File: config.mk
export PLATFORM = sky130hd
export DESIGN_NAME = audit_writer_list_and_log_unit
export DESIGN_NICKNAME = d
export VERILOG_FILES = /design/src/sv/awlu_pkg.sv /design/src/sv/awlu_ram.sv /design/src/sv/awlu_cell.sv /design/src/sv/audit_writer_list_and_log_unit.sv
export VERILOG_INCLUDE_DIRS = /design/src /design/src/sv
export SDC_FILE = /design/constraint.sdc
export NUM_CORES = 1
export LEC_CHECK = 0
export BUFFER_PORTS_ARGS = -buffer_cell sky130_fd_sc_hd__buf_2
export CAP_MARGIN = 25
export CORE_ASPECT_RATIO = 1.2
export CORE_MARGIN = 2
export CORE_UTILIZATION = 45
export CTS_CLUSTER_DIAMETER = 150
export DETAILED_ROUTE_END_ITERATION = 8
export HOLD_SLACK_MARGIN = 0.15
export SLEW_MARGIN = 20
export SYNTH_ARGS = -nofsm -noshare
export SYNTH_HDL_FRONTEND = slang
export SYNTH_SLANG_ARGS = --single-unit
File: constraint.sdc
create_clock -name clk -period 10.9 [get_ports clk]
set_input_delay 0.545 -clock clk [delete_from_list [all_inputs] [get_ports clk]]
set_output_delay 0.545 -clock clk [all_outputs]
set_load 0.05 [all_outputs]
File: src/sv/audit_writer_list_and_log_unit_assert.svh
// Assertion macros for the audit writer list and log unit.
// Included by the top level; no other dependencies.
`ifndef AUDIT_WRITER_LIST_AND_LOG_UNIT_ASSERT_SVH
`define AUDIT_WRITER_LIST_AND_LOG_UNIT_ASSERT_SVH

`ifndef SYNTH
// same-cycle implication
`define AWLU_CHECK_NOW(lbl, pre, post) \
  lbl: assert property (@(posedge clk) disable iff (rst) (pre) |-> (post)) \
    else $error("awlu assertion failed");
// next-cycle implication
`define AWLU_CHECK_NEXT(lbl, pre, post) \
  lbl: assert property (@(posedge clk) disable iff (rst) (pre) |=> (post)) \
    else $error("awlu assertion failed");
`else
`define AWLU_CHECK_NOW(lbl, pre, post)
`define AWLU_CHECK_NEXT(lbl, pre, post)
`endif

`endif

File: src/sv/awlu_pkg.sv
// Shared constants, codes and types for the audit writer list and log unit.
// No dependencies.
package awlu_pkg;

  localparam int MAX_WRITERS = 16;
  localparam int LOG_DEPTH   = 256;

  localparam int ID_W   = 8;
  localparam int CODE_W = 16;
  localparam int REC_W  = ID_W + CODE_W + 1;
  localparam int WCNT_W = $clog2(MAX_WRITERS + 1);
  localparam int STEP_W = $clog2(MAX_WRITERS + 1);
  localparam int SLOT_W = (LOG_DEPTH > 1) ? $clog2(LOG_DEPTH) : 1;

  localparam logic [1:0] FN_REG    = 2'd0;
  localparam logic [1:0] FN_REMOVE = 2'd1;
  localparam logic [1:0] FN_POST   = 2'd2;
  localparam logic [1:0] FN_DRAIN  = 2'd3;

  // control broadcast to every list cell
  typedef struct packed {
    logic clear;  // drop match flags at the start of an item
    logic step;   // advance the match wave by one cell
    logic shift;  // cells at or past the match take their right neighbor
    logic load;   // cell at the tail position takes the key
  } awlu_ctl_t;

endpackage

File: src/sv/awlu_ram.sv
// Generic single-write, single-read RAM with registered read data.
// No dependencies.
module awlu_ram #(
  parameter int WIDTH = 8,
  parameter int DEPTH = 16
) (
  input  logic                     clk,
  input  logic                     we,
  input  logic [$clog2(DEPTH)-1:0] waddr,
  input  logic [WIDTH-1:0]         wdata,
  input  logic [$clog2(DEPTH)-1:0] raddr,
  output logic [WIDTH-1:0]         rdata
);

  logic [WIDTH-1:0] mem [DEPTH];

  always_ff @(posedge clk) begin
    if (we) begin
      mem[waddr] <= wdata;
    end
    rdata <= mem[raddr];
  end

endmodule

File: src/sv/awlu_cell.sv
// One entry of the writer allow-list chain.
// Depends on awlu_pkg for widths and the control struct.
module awlu_cell (
  input  logic                   clk,
  input  logic                   rst,
  input  awlu_pkg::awlu_ctl_t    ctl,
  input  logic [awlu_pkg::ID_W-1:0] key,
  input  logic                   live,
  input  logic                   here,
  input  logic                   prev_flag,
  input  logic [awlu_pkg::ID_W-1:0] next_id,
  output logic [awlu_pkg::ID_W-1:0] id,
  output logic                   flag
);
  import awlu_pkg::*;

  logic match;

  assign match = live && (id == key);

  // flag settles to "a live match exists at or left of this cell"
  always_ff @(posedge clk) begin
    if (rst) begin
      flag <= 1'b0;
    end else if (ctl.clear) begin
      flag <= 1'b0;
    end else if (ctl.step) begin
      flag <= prev_flag | match;
    end
  end

  always_ff @(posedge clk) begin
    if (ctl.load && here) begin
      id <= key;
    end else if (ctl.shift && flag) begin
      id <= next_id;
    end
  end

endmodule

File: src/sv/audit_writer_list_and_log_unit.sv
// Top level of the audit writer list and log unit: sequencer, mailbox,
// record counter and log memory. Depends on awlu_pkg, awlu_cell, awlu_ram
// and the assertion header.

// One transaction in, one result out. Each item is accepted in S_IDLE,
// then the match flag ripples through the chain of list cells in S_SCAN,
// one cell per cycle, and S_APPLY applies the update and loads the result
// register. A new item is accepted while the previous result still waits on
// m_tready; the apply cycle waits only if that result has not been taken
// yet. The log memory needs no clearing pass and is never read back.
module audit_writer_list_and_log_unit (
  input  logic        clk,
  input  logic        rst,
  input  logic        cfg_we,
  input  logic [7:0]  cfg_wdata,   // reader_id
  input  logic        s_tvalid,
  output logic        s_tready,
  input  logic [31:0] s_tdata,     // tid[7:0], event_code[23:8], event_ok[24]
  input  logic [1:0]  s_tuser,     // func[1:0]
  output logic        m_tvalid,
  input  logic        m_tready,
  output logic [79:0] m_tdata      // done_ok[0], list_full[1], writer_count[6:2],
                                   // pending[7], log_slot[15:8], log_order[47:16],
                                   // rec_writer[55:48], rec_event[71:56], rec_ok[72]
);
  import awlu_pkg::*;

  typedef enum logic [1:0] {S_IDLE, S_SCAN, S_APPLY} state_t;

  state_t state;
  logic [STEP_W-1:0] step_cnt;

  logic [7:0]        reader_id;
  logic [1:0]        st_func;
  logic [ID_W-1:0]   st_tid;
  logic [CODE_W-1:0] st_code;
  logic              st_ok;

  logic [WCNT_W-1:0] wr_total, wr_total_next;
  logic [ID_W-1:0]   box_writer, box_writer_next;
  logic [CODE_W-1:0] box_event, box_event_next;
  logic              box_ok, box_ok_next;
  logic              box_full, box_full_next;
  logic [31:0]       record_order, record_order_next;
  logic [SLOT_W-1:0] slot_ptr, slot_ptr_next;

  logic              done_ok, done_ok_next;
  logic              list_full, list_full_next;
  logic [4:0]        writer_count;
  logic              pending;
  logic [7:0]        log_slot, log_slot_next;
  logic [31:0]       log_order;
  logic [ID_W-1:0]   rec_writer;
  logic [CODE_W-1:0] rec_event;
  logic              rec_ok;

  logic       accept, advance, found, log_we;
  logic [31:0] total32, slot32;
  awlu_ctl_t  ctl;

  logic [ID_W-1:0] ids   [MAX_WRITERS];
  logic            flags [MAX_WRITERS];

  assign s_tready = (state == S_IDLE) && !rst;
  assign accept   = s_tvalid && s_tready;
  assign advance  = (state == S_APPLY) && (!m_tvalid || m_tready);
  assign found    = flags[MAX_WRITERS-1];

  // ---------------- list chain ----------------
  genvar g;
  generate
    for (g = 0; g < MAX_WRITERS; g++) begin : g_cell
      logic            prev_f;
      logic [ID_W-1:0] nxt;
      if (g == 0) begin : g_first
        assign prev_f = 1'b0;
      end else begin : g_mid
        assign prev_f = flags[g-1];
      end
      if (g == MAX_WRITERS - 1) begin : g_last
        assign nxt = ids[g];
      end else begin : g_inner
        assign nxt = ids[g+1];
      end
      awlu_cell u_cell (
        .clk       (clk),
        .rst       (rst),
        .ctl       (ctl),
        .key       (st_tid),
        .live      (WCNT_W'(g) < wr_total),
        .here      (wr_total == WCNT_W'(g)),
        .prev_flag (prev_f),
        .next_id   (nxt),
        .id        (ids[g]),
        .flag      (flags[g])
      );
    end
  endgenerate

  // ---------------- apply logic ----------------
  always_comb begin
    wr_total_next     = wr_total;
    box_writer_next   = box_writer;
    box_event_next    = box_event;
    box_ok_next       = box_ok;
    box_full_next     = box_full;
    record_order_next = record_order;
    slot_ptr_next     = slot_ptr;
    done_ok_next      = 1'b0;
    list_full_next    = 1'b0;
    log_slot_next     = 8'd0;
    log_we            = 1'b0;
    ctl.clear         = accept;
    ctl.step          = (state == S_SCAN);
    ctl.shift         = 1'b0;
    ctl.load          = 1'b0;
    slot32            = 32'(slot_ptr);
    case (st_func)
      FN_REG: begin
        if (!found) begin
          if (wr_total >= WCNT_W'(MAX_WRITERS)) begin
            list_full_next = 1'b1;
          end else begin
            ctl.load      = advance;
            wr_total_next = wr_total + 1'b1;
            done_ok_next  = 1'b1;
          end
        end
      end
      FN_REMOVE: begin
        if (found) begin
          ctl.shift     = advance;
          wr_total_next = wr_total - 1'b1;
          done_ok_next  = 1'b1;
        end
      end
      FN_POST: begin
        if (found) begin
          box_writer_next = st_tid;
          box_event_next  = st_code;
          box_ok_next     = st_ok;
          box_full_next   = 1'b1;
          done_ok_next    = 1'b1;
        end
      end
      default: begin
        if (box_full && (st_tid == reader_id)) begin
          log_we            = advance;
          log_slot_next     = slot32[7:0];
          record_order_next = record_order + 32'd1;
          slot_ptr_next     = (slot_ptr == SLOT_W'(LOG_DEPTH - 1)) ? '0
                                                                  : slot_ptr + 1'b1;
          box_full_next     = 1'b0;
          done_ok_next      = 1'b1;
        end
      end
    endcase
  end

  awlu_ram #(
    .WIDTH (REC_W),
    .DEPTH (LOG_DEPTH)
  ) u_log (
    .clk   (clk),
    .we    (log_we),
    .waddr (slot_ptr),
    .wdata ({box_writer, box_event, box_ok}),
    .raddr (slot_ptr),
    .rdata ()
  );

  // ---------------- config ----------------
  always_ff @(posedge clk) begin
    if (rst) begin
      reader_id <= 8'd0;
    end else if (cfg_we) begin
      reader_id <= cfg_wdata;
    end
  end

  // ---------------- sequencer, state and result register ----------------
  assign total32 = 32'(wr_total_next);

  always_ff @(posedge clk) begin
    if (rst) begin
      state        <= S_IDLE;
      step_cnt     <= '0;
      m_tvalid     <= 1'b0;
      wr_total     <= '0;
      box_writer   <= '0;
      box_event    <= '0;
      box_ok       <= 1'b0;
      box_full     <= 1'b0;
      record_order <= 32'd0;
      slot_ptr     <= '0;
    end else begin
      if (advance) begin
        m_tvalid <= 1'b1;
      end else if (m_tvalid && m_tready) begin
        m_tvalid <= 1'b0;
      end
      case (state)
        S_IDLE: begin
          if (accept) begin
            st_func  <= s_tuser;
            st_tid   <= s_tdata[7:0];
            st_code  <= s_tdata[23:8];
            st_ok    <= s_tdata[24];
            step_cnt <= '0;
            state    <= S_SCAN;
          end
        end
        S_SCAN: begin
          step_cnt <= step_cnt + 1'b1;
          if (step_cnt == STEP_W'(MAX_WRITERS - 1)) begin
            state <= S_APPLY;
          end
        end
        S_APPLY: begin
          if (advance) begin
            wr_total     <= wr_total_next;
            box_writer   <= box_writer_next;
            box_event    <= box_event_next;
            box_ok       <= box_ok_next;
            box_full     <= box_full_next;
            record_order <= record_order_next;
            slot_ptr     <= slot_ptr_next;
            done_ok      <= done_ok_next;
            list_full    <= list_full_next;
            writer_count <= total32[4:0];
            pending      <= box_full_next;
            log_slot     <= log_slot_next;
            log_order    <= record_order_next;
            rec_writer   <= box_writer_next;
            rec_event    <= box_event_next;
            rec_ok       <= box_ok_next;
            state        <= S_IDLE;
          end
        end
        default: begin
          state <= S_IDLE;
        end
      endcase
    end
  end

  assign m_tdata = {7'd0, rec_ok, rec_event, rec_writer, log_order, log_slot,
                    pending, writer_count, list_full, done_ok};

  // ---------------- assertions ----------------
`include "audit_writer_list_and_log_unit_assert.svh"

  `AWLU_CHECK_NOW(a_total_max, 1'b1, wr_total <= WCNT_W'(MAX_WRITERS))
  `AWLU_CHECK_NEXT(a_total_step, 1'b1, (wr_total == $past(wr_total)) || (wr_total == $past(wr_total) + 1'b1) || (wr_total + 1'b1 == $past(wr_total)))
  `AWLU_CHECK_NOW(a_box_drain, $fell(box_full) && !$past(rst), $past(st_func) == FN_DRAIN)
  `AWLU_CHECK_NOW(a_apply_scanned, state == S_APPLY, step_cnt == STEP_W'(MAX_WRITERS))

endmodule
==> Yosys cells after proc, flatten, opt, wreduce, memory -nomap -nowiden <==
Cells that the tools add are included.
Widths: inputs -> output; s select.
{ "totals": {"reg_bits": 331, "latch_bits": 0, "mem_bits_rw": 0, "rom_bits": 0, "in_bits": 47, "out_inout_bits": 82, "elab_cells": 290, "mem_count": 0} }
{ "classes": {"add_sub_neg": 5, "multipliers": 0, "div": 0, "magnitude_cmp": 17, "n_eq_ne": 41, "shifts": 0, "mux": 65, "bitwise": 19, "reduce_logical": 87} }
{ "ops": {"columns": ["operator", "n"], "rows": [
  ["$mux 8", 33],
  ["$eq 8x8->1", 17],
  ["$mux 32", 2],
  ["$logic_and 1x1->1", 52],
  ["$eq 5x4->1 const B", 9],
  ["$lt 4x5->1 const A", 8],
  ["$reduce_bool 2->1", 17],
  ["$add 32x1->32 const B", 1],
  ["$mux 16", 2],
  ["$eq 5x3->1 const B", 4],
  ["$lt 3x5->1 const A", 4],
  ["$mux 5", 4],
  ["$pmux 5 s2", 2],
  ["$mux 1", 16],
  ["$or 1x1->1", 15],
  ["$add 5x1->5 const B", 2],
  ["$eq 5x2->1 const B", 2],
  ["$lt 1x5->1 const A", 2],
  ["$lt 2x5->1 const A", 2],
  ["$reduce_and 3->1", 3],
  ["$add 8x1->8 const B", 1],
  ["$eq 8x8->1 const B", 1],
  ["$reduce_or 2->1", 4],
  ["$mux 2", 3],
  ["other kinds (18)", 28]
]} }

==> Logic depth before layout (Yosys ltp) <==
Gate-level depths: netlist of the first run.
{ "logic_depth": {"depth_word": 8, "mapped_depth": 9, "mapped_depth_nobuf": 7} }

==> Hierarchy <==
A second synthesis of the first run with hierarchy kept.
{ "hier_totals": {"hier_cells": 1371, "area_unflattened_um2": 16209.3} }
{ "by_module_without_submodules": {"columns": ["mod", "n_inst", "cells_per_inst", "area_per_inst_um2", "seq_area_each_um2"], "rows": [
  ["audit_writer_list_and_log_unit", 1, 811, 8481.9, 4744.6],
  ["awlu_cell", 16, 35, 483.0, 260.2]
]} }

==> Worst setup path after synthesis of the first run <==
No wires, ideal clock.
{ "synth_timing": {"kind": "in2reg", "start": "input m_tready", "end": "register done_ok, enable pin", "setup_time_ns": 0.505, "t_arrival_ns": 4.351, "t_required_ns": 10.395, "slack_ns": 6.044, "cell_stages": 5, "path_buffers": 2, "cell_sequence": "nand2b_1 > nand2_1 > clkbuf_1 > clkbuf_1 > nor2_1"} }
{ "synth_between": {"elab_chain_len": 3} }
{ "synth_rtl": {"columns": ["element", "line_no", "rtl"], "rows": [
  ["start: declaration", "audit_writer_list_and_log_unit.sv:21", "input logic m_tready,"],
  ["$logic_or 1x1->1", "audit_writer_list_and_log_unit.sv:66", "assign advance = (state == S_APPLY) && (!m_tvalid || m_tready);"],
  ["$logic_and 1x1->1", "audit_writer_list_and_log_unit.sv:66", null],
  ["$reduce_and 3->1 (no line)", null, null],
  ["end signal: assignment", "audit_writer_list_and_log_unit.sv:228", "done_ok <= done_ok_next;"],
  ["end: declaration", "audit_writer_list_and_log_unit.sv:47", "logic done_ok, done_ok_next;"]
]} }
Every way passes these cells.
A chain may end at the register's enable or synchronous reset.

==> Final worst setup path of the first run <==
{ "layout_timing": {"start": "register st_func[0]", "end": "register g_cell[5].u_cell.id[0] in the netlist's numbering, enable pin"} }
{ "layout_between": {"elab_chain_len": 4} }
{ "layout_rtl": {"columns": ["element", "line_no", "rtl"], "rows": [
  ["start: declaration", "audit_writer_list_and_log_unit.sv:34", "logic [1:0] st_func;"],
  ["start signal: assignment", "audit_writer_list_and_log_unit.sv:205", "st_func <= s_tuser;"],
  ["$eq 2x1->1 / $logic_not 2->1 (equally long branches)", "audit_writer_list_and_log_unit.sv:118", "case (st_func)"],
  ["$mux 1", "audit_writer_list_and_log_unit.sv:118", null],
  ["$logic_and 1x1->1, on equally long branches", "awlu_cell.sv:35, awlu_cell.sv:33", null],
  ["$reduce_bool 2->1 (no line) (*)", null, null],
  ["end signal: assignment", "awlu_cell.sv:34", "id <= key;"],
  ["end signal: assignment", "awlu_cell.sv:36", "id <= next_id;"],
  ["end: declaration", "awlu_cell.sv:12", "output logic [awlu_pkg::ID_W-1:0] id,"]
]} }
Mark *: on every way between the ends. The rest lies on a longest branch, timed or not.

==> results.tsv, run 1 <==
metric	value	unit
Req. time, crit path	11090	ps
post-synthesis mux area share	0.111	
Clock Pin Slew Worst Setup and Hold Paths	60	ps
Max-Cap Viols	0	
Reg power frac	0.517	
actual slew at the worst max-slew pin	967	ps
layout cell share with drive strength beyond 1	0.253	
# IOs	129	
flops & latches, synth	331	
clock sinks	331	
Power, Total	0.00261	W
Synth async-reset ratio	0	
top fanout value on the critical path	11	
post-CTS sizing	0	
wire per inst	18.1	um
post-route ant nets	0	
final instance area	17900	sq um
WP buf/inv	1	
RSZ-0062 raised after global routing	false	
initial antenna violation count	2	
post-synth design cell area	15900	sq um
vias	10300	
DRT iter0 DRCs	766	
clk buf depth	3	
Post-CTS Setup Bufs	0	
Largest delay share family, worst path	simple AND/OR/NAND/NOR gates	
status	finished clean	
cts hold-fix bufs	0	
CTS tree	done	
Gate power share	0.034	
Arr. time, crit path	3400	ps
clock skew	15.6	ps
worst hold path type	input port to flop	
pwr dens	146	nW/um^2
critical path class	flop to flop	
core area	34800	sq um
Tmin final	3200	ps
fin crit share	0.294	
critical path's slowest cell	nor3_2	
post-synth top area share	0.432	
Post-Synth Simple-Gate Area	0.127	
dpl cell area	16800	sq um
maximum clock frequency	312	MHz
yosys warns	0	
TritonCTS Buffers	36	
synth-to-layout area growth	12.9	%
width of the die	175	um
switching share of power	0.213	
All-Layer GR Usage	0.189	
I/O Buffers	114	
vias per cell	5.38	
unique cell type count in the Yosys netlist	67	
Sw Pwr	0.000556	W
largest family of logic cells by synthesized area	simple AND/OR/NAND/NOR gates	
CTS Root Cell	clkbuf_16	
Die Y	210	um
total negative slack	0	ps
Finish-stage setup viols	0	
Synth Area in Adders	0.0103	
die area	36800	sq um
# H-tree levels	2	
GR Overflow Total	0	
DRT Pass-1 Iters	6	
Clk Latency, worst-skew pair	530	ps
Compound-Gate Fraction of Synth Area	0.0644	
Post-DP HPWL	22900	um
crit start category	flop	
CP cell instances	inv_1 > ha_1 > nor3b_1 > nand3_1 > nor3_2 > a21o_1	
Initial Utilization	0.456	
Final Hold Viols	0	
Post-layout nets	1477	
Syn Area/Cell	11.9	sq um
Int Pwr	0.00205	W
leak pwr	6.20	nW
XOR/XNOR Fraction of Synth Area	0.0937	
Final Max Tran Viols	0	
Max VDD drop	0.0957	mV
row count	75	
number of synthesized flops with an enable pin	228	
top_reg_cell synth	edfxtp_1	
first-pass GRT wire length	55300	um
vias in the first global route	10000	
Placer Congestion	0.788	
largest net degree at the start of global routing	49	
synthesized netlist cell count	1335	
register area share after synthesis	0.562	
CP peak stage delay	760	ps
final wirelength	34500	um
Synth area leader	edfxtp_1	
Worst slew margin	0.354	
Crit. End Element	flop	
synth top area cells	edfxtp_1, dfxtp_1, mux2_2	
Clk pwr share	0.450	
DRC	0	
[cell usage after synthesis, drive strengths merged, types with 2 or more instances]
cell	number
a2111oi	4
a211oi	5
a21o	4
a21oi	79
a221oi	2
a22oi	4
a311oi	8
a31o	3
a31oi	4
a41oi	4
and2	8
and3	6
and4	3
buf	38
clkbuf	58
dfxtp	103
edfxtp	228
ha	13
inv	18
mux2	147
mux2i	11
nand2	126
nand2b	6
nand3	21
nand3b	2
nand4	31
nand4bb	2
nor2	71
nor2b	4
nor3	35
nor3b	4
nor4	21
o21ai	26
o22ai	2
o31ai	13
o41ai	3
or2	4
or3	18
or3b	3
or4	15
xnor2	94
xor2	74
[cell usage in the layout (no fill, tap or decap), types with 5 or more instances in the layout]
cell / synthesis / routed
edfxtp_1: 228 / 228
mux2_2: 146 / 146
nand2_1: 124 / 123
buf_2: 13 / 114
dfxtp_1: 103 / 103
xnor2_1: 92 / 92
a21oi_1: 79 / 79
xor2_1: 74 / 74
nor2_1: 70 / 68
clkbuf_16: 0 / 37
nor3_1: 32 / 32
nand4_1: 26 / 26
o21ai_0: 26 / 26
buf_4: 11 / 20
nand3_1: 19 / 19
inv_1: 18 / 18
nor4_1: 18 / 18
or3_1: 18 / 18
or4_1: 15 / 15
o31ai_1: 13 / 13
ha_1: 13 / 13
mux2i_1: 11 / 11
a311oi_1: 8 / 8
and2_1: 7 / 7
conb_1: 1 / 7
clkinv_2: 0 / 7
clkbuf_1: 58 / 7
and3_1: 6 / 6
nand2b_1: 6 / 6
nand4_2: 5 / 5
a211oi_1: 5 / 5
clkinv_1: 0 / 5
clkbuf_8: 0 / 5
[stage by stage]
step / std cells / setup WS (ps) / utilization / hold slack, ps
6_report: 1908 / 7700 / 0.514 / 183
5_1_grt: 1908 / 7400 / 0.514 / 167
4_1_cts: 1906 / 7680 / 0.514 / 162
3_5_place_dp: 1841 / 7710 / 0.482 / 446
3_3_place_gp: 1841 / 7750 / 0.482 / 437
2_1_floorplan: 1341 / 6040 / - / 421
[registers in the layout, summed over array words and instances (netlist names), 2 cells and up]
register	flops
st_code	16
rec_event	16
step_cnt	5
writer_count	5
rec_writer	8
g_cell.u_cell.flag	16
slot_ptr	8
log_order	32
state	2
box_event	16
box_writer	8
reader_id	8
st_tid	8
wr_total	5
st_func	2
log_slot	8
g_cell.u_cell.id	128
record_order	32
[layer usage]
metal  global-route usage  vias to the layer above  wire length, um  share of wire
met5                    0                        -                0              0
met4               0.0586                        0              845          0.024
met3               0.0308                       53             1640          0.048
met2                0.327                      231            17300           0.50
met1                0.243                     4987            14700           0.43
li1                     -                     4999                -              -
[power groups by stage]
stage	Combinational, W	Sequential (W)	Clock [W]
6_report	0.0000876	0.00135	0.00117
5_1_grt	0.0000973	0.00135	0.00125
3_3_place_gp	0.0000877	0.00137	0
3_5_place_dp	0.0000888	0.00137	0
2_1_floorplan	0.0000658	0.00137	0
4_1_cts	0.0000890	0.00135	0.00120
[final timing paths]
| path | end | slack, ps | from | cells past startpoint |
|---|---|---|---|---|
| worst min register to register | box_writer[2]$_SDFFE_PP0P_ | 450 | box_writer[2]$_SDFFE_PP0P_ | 2 |
| worst max-delay path | g_cell[5].u_cell.id[0]$_DFFE_PP_ | 7700 | st_func[0]$_DFFE_PP_ | 6 |
| worst min-delay path | st_code[2]$_DFFE_PP_ | 180 | s_tdata[10] | 1 |
| worst max register to register | g_cell[5].u_cell.id[0]$_DFFE_PP_ | 7700 | st_func[0]$_DFFE_PP_ | 6 |
[final cells by class]
type | count | area, sq um
antenna | 2 | 5.00
clock inverter | 16 | 109
tap | 462 | 578
sequential | 331 | 8910
fill | 3071 | 16900
inverter | 18 | 67.6
timing repair buffer | 134 | 721
multi-input combinational | 896 | 6500
clock buffer | 49 | 1020
[cells by family (layout without fill, tap and decap cells)]
kind of cell / after synthesis / after routing
flops: 331 / 331
simple gates: 383 / 383
fa+ha+maj: 13 / 13
other cells: 1 / 9
xor+xnor: 168 / 168
buf+inv: 114 / 217
compound gates: 167 / 167
mux: 158 / 158
Power figures use the tool's default switching activity.
==> run 2, diff against run 1 <==
--- a/config.mk
+++ b/config.mk
@@ -14,6 +14,7 @@
 export CTS_CLUSTER_DIAMETER = 150
 export DETAILED_ROUTE_END_ITERATION = 8
 export HOLD_SLACK_MARGIN = 0.15
+export PLACE_DENSITY = 0.65
 export SLEW_MARGIN = 20
 export SYNTH_ARGS = -nofsm -noshare
 export SYNTH_HDL_FRONTEND = slang
==> constraint.sdc (replaced) <==
create_clock -name clk -period 2.8 [get_ports clk]
set_input_delay 0.14 -clock clk [delete_from_list [all_inputs] [get_ports clk]]
set_output_delay 0.14 -clock clk [all_outputs]
set_load 0.05 [all_outputs]
==> results.tsv, run 2 (synthesis results as in run 1) <==
metric	value	unit	change
Crit. End Element	flop		
commonest non-fill, non-tap cells in the layout	edfxtp_1, mux2_2, nand2_1, buf_2, dfxtp_1		
post-route ant nets	0		unchanged
leak pwr	6.54	nW	+5.5%
Worst slew margin	0.472		+0.118
TritonCTS Buffers	36		unchanged
commonest non-fill, non-tap cell in the layout	edfxtp_1		
Largest register FFs	128		unchanged
Finish-stage setup viols	0		unchanged
actual slew at the worst max-slew pin	786	ps	-181 ps
pwr dens	554	nW/um^2	+280%
Max VDD drop	0.425	mV	+340%
met2 wire length	18100	um	+4.1%
Post-CTS Setup Bufs	0		unchanged
vias	10700		+4.7%
Tmin final	2620	ps	-586 ps
Max-Cap Viols	0		unchanged
critical path's slowest cell	edfxtp_1		
Post-layout nets	1553		+5.1%
vias in the first global route	10600		+5.4%
critical path class	flop to flop		
largest net degree at the start of global routing	46		-6.1%
DR WL met3	1970	um	+20%
Cell Count, Final, Fillers Out	1984		+4.0%
clk buf depth	3		unchanged
Die Y	210	um	unchanged
CP cell instances	inv_1 > ha_1 > or3b_1 > nor2_2 > nand4_2 > nand2_1		
placed cell count	1870		+1.6%
synth-to-layout area growth	17.5	%	
Clock Pin Slew Worst Setup and Hold Paths	60	ps	about the same
row count	75		unchanged
Clk Latency, worst-skew pair	520	ps	about the same
Regs by FF count	g_cell.u_cell.id x128, log_order x32, record_order x32		
Register Area	8910	sq um	about the same
CP peak stage delay	430	ps	-330 ps
Arr. time, crit path	2810	ps	-590 ps
maximum clock frequency	382	MHz	+22%
Initial Utilization	0.456		unchanged
wire per inst	18.2	um	+0.58%
hold path cells	2		+1
GR Overflow Total	0		unchanged
All-Layer GR Usage	0.197		+0.00811
initial antenna violation count	1		-1
top fanout value on the critical path	9		-2
core area	34800	sq um	unchanged
final wirelength	36100	um	+4.6%
CTS Root Cell	clkbuf_16		
total negative slack	0	ps	unchanged
crit start category	flop		
# H-tree levels	2		unchanged
first-pass GRT wire length	57400	um	+3.8%
status	finished clean		
Reg-to-Reg Start	st_func[0]$_DFFE_PP_		
Final Max Tran Viols	0		unchanged
worst hold path type	input port to flop		
die area	36800	sq um	unchanged
Reg-to-Reg End	g_cell[13].u_cell.id[1]$_DFFE_PP_		
DRC	0		unchanged
DRT iter0 DRCs	878		+15%
DRT Pass-1 Iters	5		-1
Final Hold Viols	0		unchanged
Reg2Reg Depth	6		unchanged
top layer in use	met4		
layout cell share with drive strength beyond 1	0.258		+0.00561
CTS tree	done		
Biggest register	g_cell.u_cell.id		
FILL cells	3007		-2.1%
# IOs	129		unchanged
width of the die	175	um	unchanged
HP Start	s_tdata[5]		
Placer Congestion	0.847		+7.4%
endpoint of the worst hold path	st_tid[5]$_DFFE_PP_		
RSZ-0062 raised after global routing	false		
I/O Buffers	114		unchanged
DRT met1 WL	14900	um	+1.8%
FF-to-FF setup slack	180	ps	-7510 ps
fin crit share	0.935		+0.641
vias per cell	5.42		+0.65%
clock sinks	331		unchanged
Req. time, crit path	2990	ps	-8100 ps
area of the multi-input gates	6500	sq um	about the same
Post-DP HPWL	24000	um	+5.0%
clock skew	11.4	ps	-4.13 ps
run 2: changes by cell type in the layout (fill, tap and decap cells not counted), sizes merged:
cell         delta
bufinv          +2
buf            +29
clkinv          -3
clkinvlp        -1
dlygate4sd3    +47
diode           -1
clkbuf          +3
run 2: what timing repair did:
item                                    4_1_cts  5_1_grt
endpoints found under the setup margin        0       16
hold buffers                                 47        0
endpoints found under the hold margin        42        0
gates resized for setup                       0        2
run 2: final cells by class:
class | count | share of cell area
Timing Repair Buffer | 210 | 0.0763
Multi-Input combinational cell | 896 | 0.349
Clock buffer | 52 | 0.0538
Inverter | 18 | 0.00363
Antenna cell | 1 | 0.000134
Tap cell | 462 | 0.0310
Sequential cell | 331 | 0.478
Clock inverter | 14 | 0.00813
run 2: worst max path at each step:
stage	start	end	slack (ps)	cells after the start
floorplan	state[1]$_SDFFE_PP0P_	done_ok$_DFFE_PP_	40	5
global placement	st_func[0]$_DFFE_PP_	g_cell[14].u_cell.id[3]$_DFFE_PP_	240	6
detailed placement	st_func[0]$_DFFE_PP_	g_cell[14].u_cell.id[4]$_DFFE_PP_	230	6
CTS	st_func[0]$_DFFE_PP_	g_cell[14].u_cell.id[4]$_DFFE_PP_	190	6
global route	st_func[0]$_DFFE_PP_	g_cell[7].u_cell.id[1]$_DFFE_PP_	20	7
finish	st_func[0]$_DFFE_PP_	g_cell[13].u_cell.id[1]$_DFFE_PP_	180	6
run 2: layer usage:
| layer | global-route usage | vias to the layer above |
|---|---|---|
| met5 | 0 | - |
| met4 | 0.0747 | 0 |
| met3 | 0.0288 | 68 |
| met2 | 0.338 | 303 |
| met1 | 0.252 | 5213 |
| li1 | - | 5165 |
run 2: power by group:
part	leakage (nW)	internal [W]	switching, W
Combinational	3.12	0.000171	0.000244
Clock	0.563	0.00278	0.00188
Sequential	2.86	0.00522	0.0000307
run 2: critical path: cells and delay by family, from the launching register on:
kind	cells	cell delay, ps
adders and majority gates	1	220
DFF	1	430
and+or+nand+nor	4	1520
buffers and inverters	1	110
run 2: through the flow:
step | hold slack [ps] | total power [W] | setup slack [ps] | utilization | instance area (sq um)
floorplan | 239 | 0.00559 | 40.5 | - | 15900
global placement | 317 | 0.00570 | 243 | 0.488 | 17000
detailed placement | 318 | 0.00571 | 226 | 0.488 | 17000
CTS | 306 | 0.0104 | 193 | 0.535 | 18600
global route | 322 | 0.0107 | 16.0 | 0.535 | 18600
finish | 331 | 0.0103 | 183 | 0.535 | 18600
